<file path="src/rtl/assert_macros.svh">
// Assertion helpers shared by the RTL. Every check is clocked on the rising
// edge of clock and is off while reset is high.
`ifndef ASSERT_MACROS_SVH
`define ASSERT_MACROS_SVH

// Same-cycle implication.
`define ASSERT_NOW(lbl, ante, cons) \
   lbl: assert property (@(posedge clock) disable iff (reset) (ante) |-> (cons)) \
      else $error("assertion failed: same-cycle check");

// Next-cycle implication.
`define ASSERT_NEXT(lbl, ante, cons) \
   lbl: assert property (@(posedge clock) disable iff (reset) (ante) |=> (cons)) \
      else $error("assertion failed: next-cycle check");

`endif

</file>
<file path="src/rtl/msps_pkg.sv">
package msps_pkg;

   localparam int NUM_SLOTS = 8;

   localparam int SLOT_W  = 3;
   localparam int CMD_W   = 2;
   localparam int PRIO_W  = 8;
   localparam int MASK_W  = 8;
   localparam int AGE_W   = 16;
   localparam int SLICE_W = 9;
   localparam int MODE_W  = 2;

   localparam logic [SLOT_W-1:0] LAST_SLOT = SLOT_W'(NUM_SLOTS - 1);

   localparam int CSR_DATA_W = 32;
   localparam int CSR_ADDR_W = 3;
   localparam int CSR_IDX_W  = CSR_ADDR_W - 2;

   localparam logic [CSR_IDX_W-1:0] REG_STRATEGY_MODE = CSR_IDX_W'(0);

   typedef enum logic [CMD_W-1:0] {
      CMD_SCHEDULE = 2'd0,
      CMD_START    = 2'd1,
      CMD_RESET    = 2'd2
   } cmd_code_type;

   typedef enum logic [MODE_W-1:0] {
      MODE_EVEN   = 2'd0,
      MODE_RR     = 2'd1,
      MODE_AGING  = 2'd2,
      MODE_RTC    = 2'd3
   } mode_type;

   typedef enum logic [2:0] {
      ST_IDLE,
      ST_DISPATCH,
      ST_EVEN,
      ST_AGE,
      ST_AGE_FIN,
      ST_FINISH
   } state_type;

   typedef enum logic [3:0] {
      OP_NONE,
      OP_START,
      OP_SLICE_LOAD_CUR,
      OP_AGE_CLEAR,
      OP_RESULT_CUR,
      OP_EVEN_INIT,
      OP_EVEN_STEP,
      OP_AGE_INIT,
      OP_AGE_STEP,
      OP_AGE_FIN
   } dp_op_type;

   typedef struct packed {
      logic      take_in;
      dp_op_type op;
      logic      slice_tick;
      logic      slice_on_pick;
      logic      out_load;
   } ctrl_cmd_type;

   typedef struct packed {
      logic [CMD_W-1:0] cmd;
      logic             cur_run;
      logic             cur_zero;
      logic             slice_expire;
      logic             even_done;
      logic             age_last;
      logic             out_busy;
   } dp_status_type;

endpackage

</file>
<file path="src/rtl/msps_ctrl.sv">
module msps_ctrl import msps_pkg::*; (
   input  logic          clock,
   input  logic          reset,
   input  logic          req_valid,
   input  mode_type      mode,
   input  dp_status_type dp_status,
   output logic          req_ready,
   output ctrl_cmd_type  ctrl_cmd
);

   state_type state_ff;
   state_type state_in;

   always_ff @(posedge clock) begin
      if (reset) begin
         state_ff <= ST_IDLE;
      end else begin
         state_ff <= state_in;
      end
   end

   always_comb begin
      state_in               = state_ff;
      req_ready              = 1'b0;
      ctrl_cmd.take_in       = 1'b0;
      ctrl_cmd.op            = OP_NONE;
      ctrl_cmd.slice_tick    = 1'b0;
      ctrl_cmd.slice_on_pick = 1'b0;
      ctrl_cmd.out_load      = 1'b0;

      unique case (state_ff)
         ST_IDLE: begin
            req_ready = 1'b1;
            if (req_valid) begin
               ctrl_cmd.take_in = 1'b1;
               state_in         = ST_DISPATCH;
            end
         end
         ST_DISPATCH: begin
            state_in = ST_FINISH;
            unique case (dp_status.cmd)
               CMD_SCHEDULE: begin
                  unique case (mode)
                     MODE_EVEN: begin
                        ctrl_cmd.op = OP_EVEN_INIT;
                        state_in    = ST_EVEN;
                     end
                     MODE_RR: begin
                        ctrl_cmd.slice_tick = 1'b1;
                        if (dp_status.slice_expire || !dp_status.cur_run) begin
                           ctrl_cmd.op = OP_EVEN_INIT;
                           state_in    = ST_EVEN;
                        end else begin
                           ctrl_cmd.op = OP_RESULT_CUR;
                        end
                     end
                     MODE_AGING: begin
                        ctrl_cmd.op = OP_AGE_INIT;
                        state_in    = ST_AGE;
                     end
                     MODE_RTC: begin
                        if (!dp_status.cur_zero && dp_status.cur_run) begin
                           ctrl_cmd.op = OP_RESULT_CUR;
                        end else begin
                           ctrl_cmd.op = OP_EVEN_INIT;
                           state_in    = ST_EVEN;
                        end
                     end
                  endcase
               end
               CMD_START: begin
                  ctrl_cmd.op = OP_START;
               end
               CMD_RESET: begin
                  if (mode == MODE_RR) begin
                     ctrl_cmd.op = OP_SLICE_LOAD_CUR;
                  end else if (mode == MODE_AGING) begin
                     ctrl_cmd.op = OP_AGE_CLEAR;
                  end
               end
               default: begin
                  ctrl_cmd.op = OP_NONE;
               end
            endcase
         end
         ST_EVEN: begin
            ctrl_cmd.op            = OP_EVEN_STEP;
            ctrl_cmd.slice_on_pick = (mode == MODE_RR);
            if (dp_status.even_done) begin
               state_in = ST_FINISH;
            end
         end
         ST_AGE: begin
            ctrl_cmd.op = OP_AGE_STEP;
            if (dp_status.age_last) begin
               state_in = ST_AGE_FIN;
            end
         end
         ST_AGE_FIN: begin
            ctrl_cmd.op = OP_AGE_FIN;
            state_in    = ST_FINISH;
         end
         ST_FINISH: begin
            if (!dp_status.out_busy) begin
               ctrl_cmd.out_load = 1'b1;
               state_in          = ST_IDLE;
            end
         end
         default: begin
            state_in = ST_IDLE;
         end
      endcase
   end

endmodule

</file>
<file path="config.mk">
export PLATFORM = sky130hd
export DESIGN_NAME = msps_ctrl
export DESIGN_NICKNAME = d
export VERILOG_FILES = /design/src/rtl/assert_macros.svh /design/src/rtl/msps_pkg.sv /design/src/rtl/msps_ctrl.sv
export SDC_FILE = /design/constraint.sdc
export NUM_CORES = 1
export LEC_CHECK = 0
export ABC_AREA = 1
export BUFFER_PORTS_ARGS = -buffer_cell sky130_fd_sc_hd__buf_2
export CAP_MARGIN = 20
export CORE_AREA = 2 2 39 41
export CTS_BUF_LIST = sky130_fd_sc_hd__clkbuf_8 sky130_fd_sc_hd__clkbuf_16
export DETAILED_ROUTE_END_ITERATION = 8
export DIE_AREA = 0 0 41 43
export HOLD_SLACK_MARGIN = 0.03
export MAX_ROUTING_LAYER = met4
export PLACE_DENSITY = 0.66
export RECOVER_POWER = 50
export SLEW_MARGIN = 20
export SYNTH_ARGS = -nofsm -noshare
export SYNTH_HDL_FRONTEND = slang
export SYNTH_SLANG_ARGS = --single-unit
</file>
<file path="constraint.sdc">
create_clock -name clock -period 1.5 [get_ports clock]
set_input_delay 0.225 -clock clock [delete_from_list [all_inputs] [get_ports clock]]
set_output_delay 0.225 -clock clock [all_outputs]
set_load 0.03 [all_outputs]
</file>
# Yosys cells after proc, flatten, opt, wreduce, memory -nomap -nowiden
# Cells that the tools add are included.
# totals
inputBits	13
wordCells	48
regBits	3
out_inout_bits	9
# op_classes
muxes	25
n_reduce_logical	8
n_eq_ne	14
# ops
operator	n
4-bit one-hot mux with 4 select lines	2
3-bit 2-to-1 mux	7
3-bit one-hot mux with 6 select lines	1
3-bit one-hot mux with 4 select lines	1
4-bit one-hot mux with 3 select lines	1
1-bit 2-to-1 mux	11
2-bit inequality test (second input constant)	4
2-bit equality test (second input constant)	3
3-bit by 2-bit equality test with 1-bit output (second input constant)	2
3-bit equality test (second input constant)	2
2-bit by 1-bit equality test with 1-bit output (second input constant)	2
2-bit logical NOT	2
4-bit 2-to-1 mux	1
4-bit AND reduction	1
3-bit by 1-bit equality test with 1-bit output (second input constant)	1
3-bit logical NOT	1
1-bit logical NOT	2
2-bit 2-to-1 mux	1
1-bit logical AND	1
1-bit logical OR	1

# Depth between registers and ports, before layout
# logic_depth
depth_word	6
ltp_mapped	10
depth_no_buf	10

# Worst setup path before layout
# OpenSTA, ideal clock, no wires.
# synth_path
path_kind	reg2out
startpoint	register state_ff[2]
endpoint	output port ctrl_cmd[0] (netlist name)
t_required_ns	1.275
path_buffers	0
path_slack_ns	-0.147
path_stages_with_launch	3
arrival_ns	1.422
path_cell_list	dfxtp_1 inv_2 nor4_1
# synth_rtl
element	line_no	source
from (decl)	msps_ctrl.sv:11	state_type state_ff;
from (signal assigned)	msps_ctrl.sv:18	state_ff <= state_in;
to (decl)	msps_ctrl.sv:8	output ctrl_cmd_type ctrl_cmd

==> qor.txt <==
status: finished clean
total of max-cap violations: 0
Row Count: 14
vias in the first global route: 455
worst path cell trace: inv_4 > buf_4 > nor4_2 > buf_4
Mapped Nets: 98
Final Worst Setup Slack: 0.0459 ns
max reg flops: 3
kind of critical path: flip-flop to primary output
cts bufs inserted: 3
Post-route DRC: 0
Worst path depth: 4
Peak VDD IR: 741 uV
hold path start: reset
final setup fails: 0
total gr overflow: 0
Placement Setup Slack: 0.0656 ns
initial antenna violation count: 0
H-tree levels: 1
final hold violations: 0
RD Place Congestion: 0.743
CTS tree: built
nets: 125
Rel. slew slack: 85.9%
final period utilization: 96.9%
FF-to-FF path depth: 7
Yosys reg bits: 3
die width: 41 um
Synth top area share: 15.7%
FF-to-FF Start: state_ff[2]$_SDFFE_PP0P_
kind of end point of the critical path: primary output
core outline area: 1380 sq um
clk slew on worst S/H paths: 0.03 ns
placed cell count: 117
IO Port Bufs: 21
die area: 1760 sq um
Max Slew Vio Count: 0
Starting Density: 32.7%
share of layout cells above drive strength 1: 39.6%
sequential share of the synthesized area: 13.3%
Lkg Pwr: 0.392 nW
CP required: 1.27 ns
Syn Area/Cell: 5.66 sq um
fin crit period: 1.45 ns
P&R area growth vs syn: 52.8%
gate count after technology mapping: 80
fin cells: 122
CTS root buffer: clkbuf_8
Post-Route Utilization: 50.0%
vias per cell: 4.66
commonest non-fill, non-tap cell in the layout: inv_1
Biggest register: state_ff
clock tree buffer depth: 2
hpwl dp: 904 um
Synth area leader: inv_1
Setup Skew: 0.00656 ns
WP data arrival: 1.23 ns
final total power: 0.000743 W
Hold Buf Count CTS: 0
routed len/inst: 9.50 um
largest net degree at the start of global routing: 9
Worst Setup Start Kind: flip-flop
DRT iter0 DRCs: 22
GRT Total Usage: 14.9%
Post-DRT Antenna Nets: 0
post-synthesis cell type count: 17
CP Buf/Inv Count: 3
commonest cells after routing, fill and taps aside: inv_1, buf_2, nand2_1
biggest regs: state_ff (3)
CTS sink count: 3
Slew @ Worst Pin: 0.209 ns
delay-heaviest family, CP: buffers and inverters
maximum fanout along the worst path: 5
hold slack: 0.182 ns
DR pass1 iterations: 4
routed via count: 569
I/O pins: 22
Routed WL: 1160 um
CP dominant cell by count: buf_4
synth top area cells: inv_1, ha_1, dfxtp_1
Clk Latency, worst-skew pair: 0.22 ns
FMAX: 688 MHz
max incr delay on CP: 0.38 ns
synthesized area: 453 sq um
Ys Warns: 0
Critical path origin: state_ff[2]$_SDFFE_PP0P_
CP endpoint: ctrl_cmd[0]
worst hold path class: input port to flip-flop
ANT cells: 0
slowest library cell on the worst path: dfxtp_2
worst reg2reg path endpoint: state_ff[0]$_SDFFE_PP0P_
Pwr Density: 1070 nW/um^2
Die Y: 43 um
# fillers: 151
reg-to-reg slack, setup: 0.29 ns
first-pass GRT wire length: 1760 um
RSZ-0062 raised after global routing: true
[Yosys cell counts, drive strengths merged]
library cell and instances:
o31ai 1, a21oi 6, nor4 1, nand2 13, nor2 12, dfxtp 3
nand4 4, nor3 2, buf 1, o21ai 6, inv 21, nand3 5
ha 5
[power breakdown]
group / internal [W] / switching [W]
Combinational: 0.000140 / 0.000237
Clock: 0.000175 / 0.0000603
Sequential: 0.0000967 / 0.0000346
Total: 0.000411 / 0.000332
[cell families after synthesis]
logic type,share of synthesized area (%)
DFF,13.3
and+or+nand+nor,38.1
adders and majority gates,13.8
buffers and inverters,19.9
AOI/OAI and AO/OA,14.9
[what timing repair did]
item,4_1_cts,5_1_grt
buffers inserted,0,1
resized for setup,11,9
setup endpoints to repair,7,6
pin swaps,0,1
[per-stage QoR]
| stage | area [sq um] | setup TNS [ns] |
|---|---|---|
| global placement | 586 | 0 |
| finish | 692 | 0 |
| global route | 692 | -0.0388 |
| detailed placement | 586 | 0 |
| floorplan | 464 | 0 |
| CTS | 659 | 0 |
[routing by layer]
layer	track usage, %	share of wire, %	up-vias
li1	-	-	303
met1	19.2	46	250
met2	20.9	48	13
met3	4.71	4.7	3
met4	6.00	1.4	0
met5	-	0	-
[cell type report]
class / count / area [sq um] / area share, %
Tap cell: 16 / 20.0 / 2.89
Multi-Input combinational cell: 55 / 344 / 49.7
Clock inverter: 1 / 3.75 / 0.542
Timing Repair Buffer: 23 / 135 / 19.5
Sequential cell: 3 / 66.3 / 9.58
Inverter: 21 / 81.3 / 11.8
Clock buffer: 3 / 41.3 / 5.97
[worst min path at each step]
stage	end	slack (ns)	cells past startpoint
4_1_cts	state_ff[2]$_SDFFE_PP0P_	0.18	2
2_1_floorplan	state_ff[0]$_SDFFE_PP0P_	0.29	1
5_1_grt	state_ff[2]$_SDFFE_PP0P_	0.18	2
3_3_place_gp	state_ff[2]$_SDFFE_PP0P_	0.42	2
3_5_place_dp	state_ff[0]$_SDFFE_PP0P_	0.42	2
6_report	state_ff[2]$_SDFFE_PP0P_	0.18	2
(Power assumes the default switching activity.)
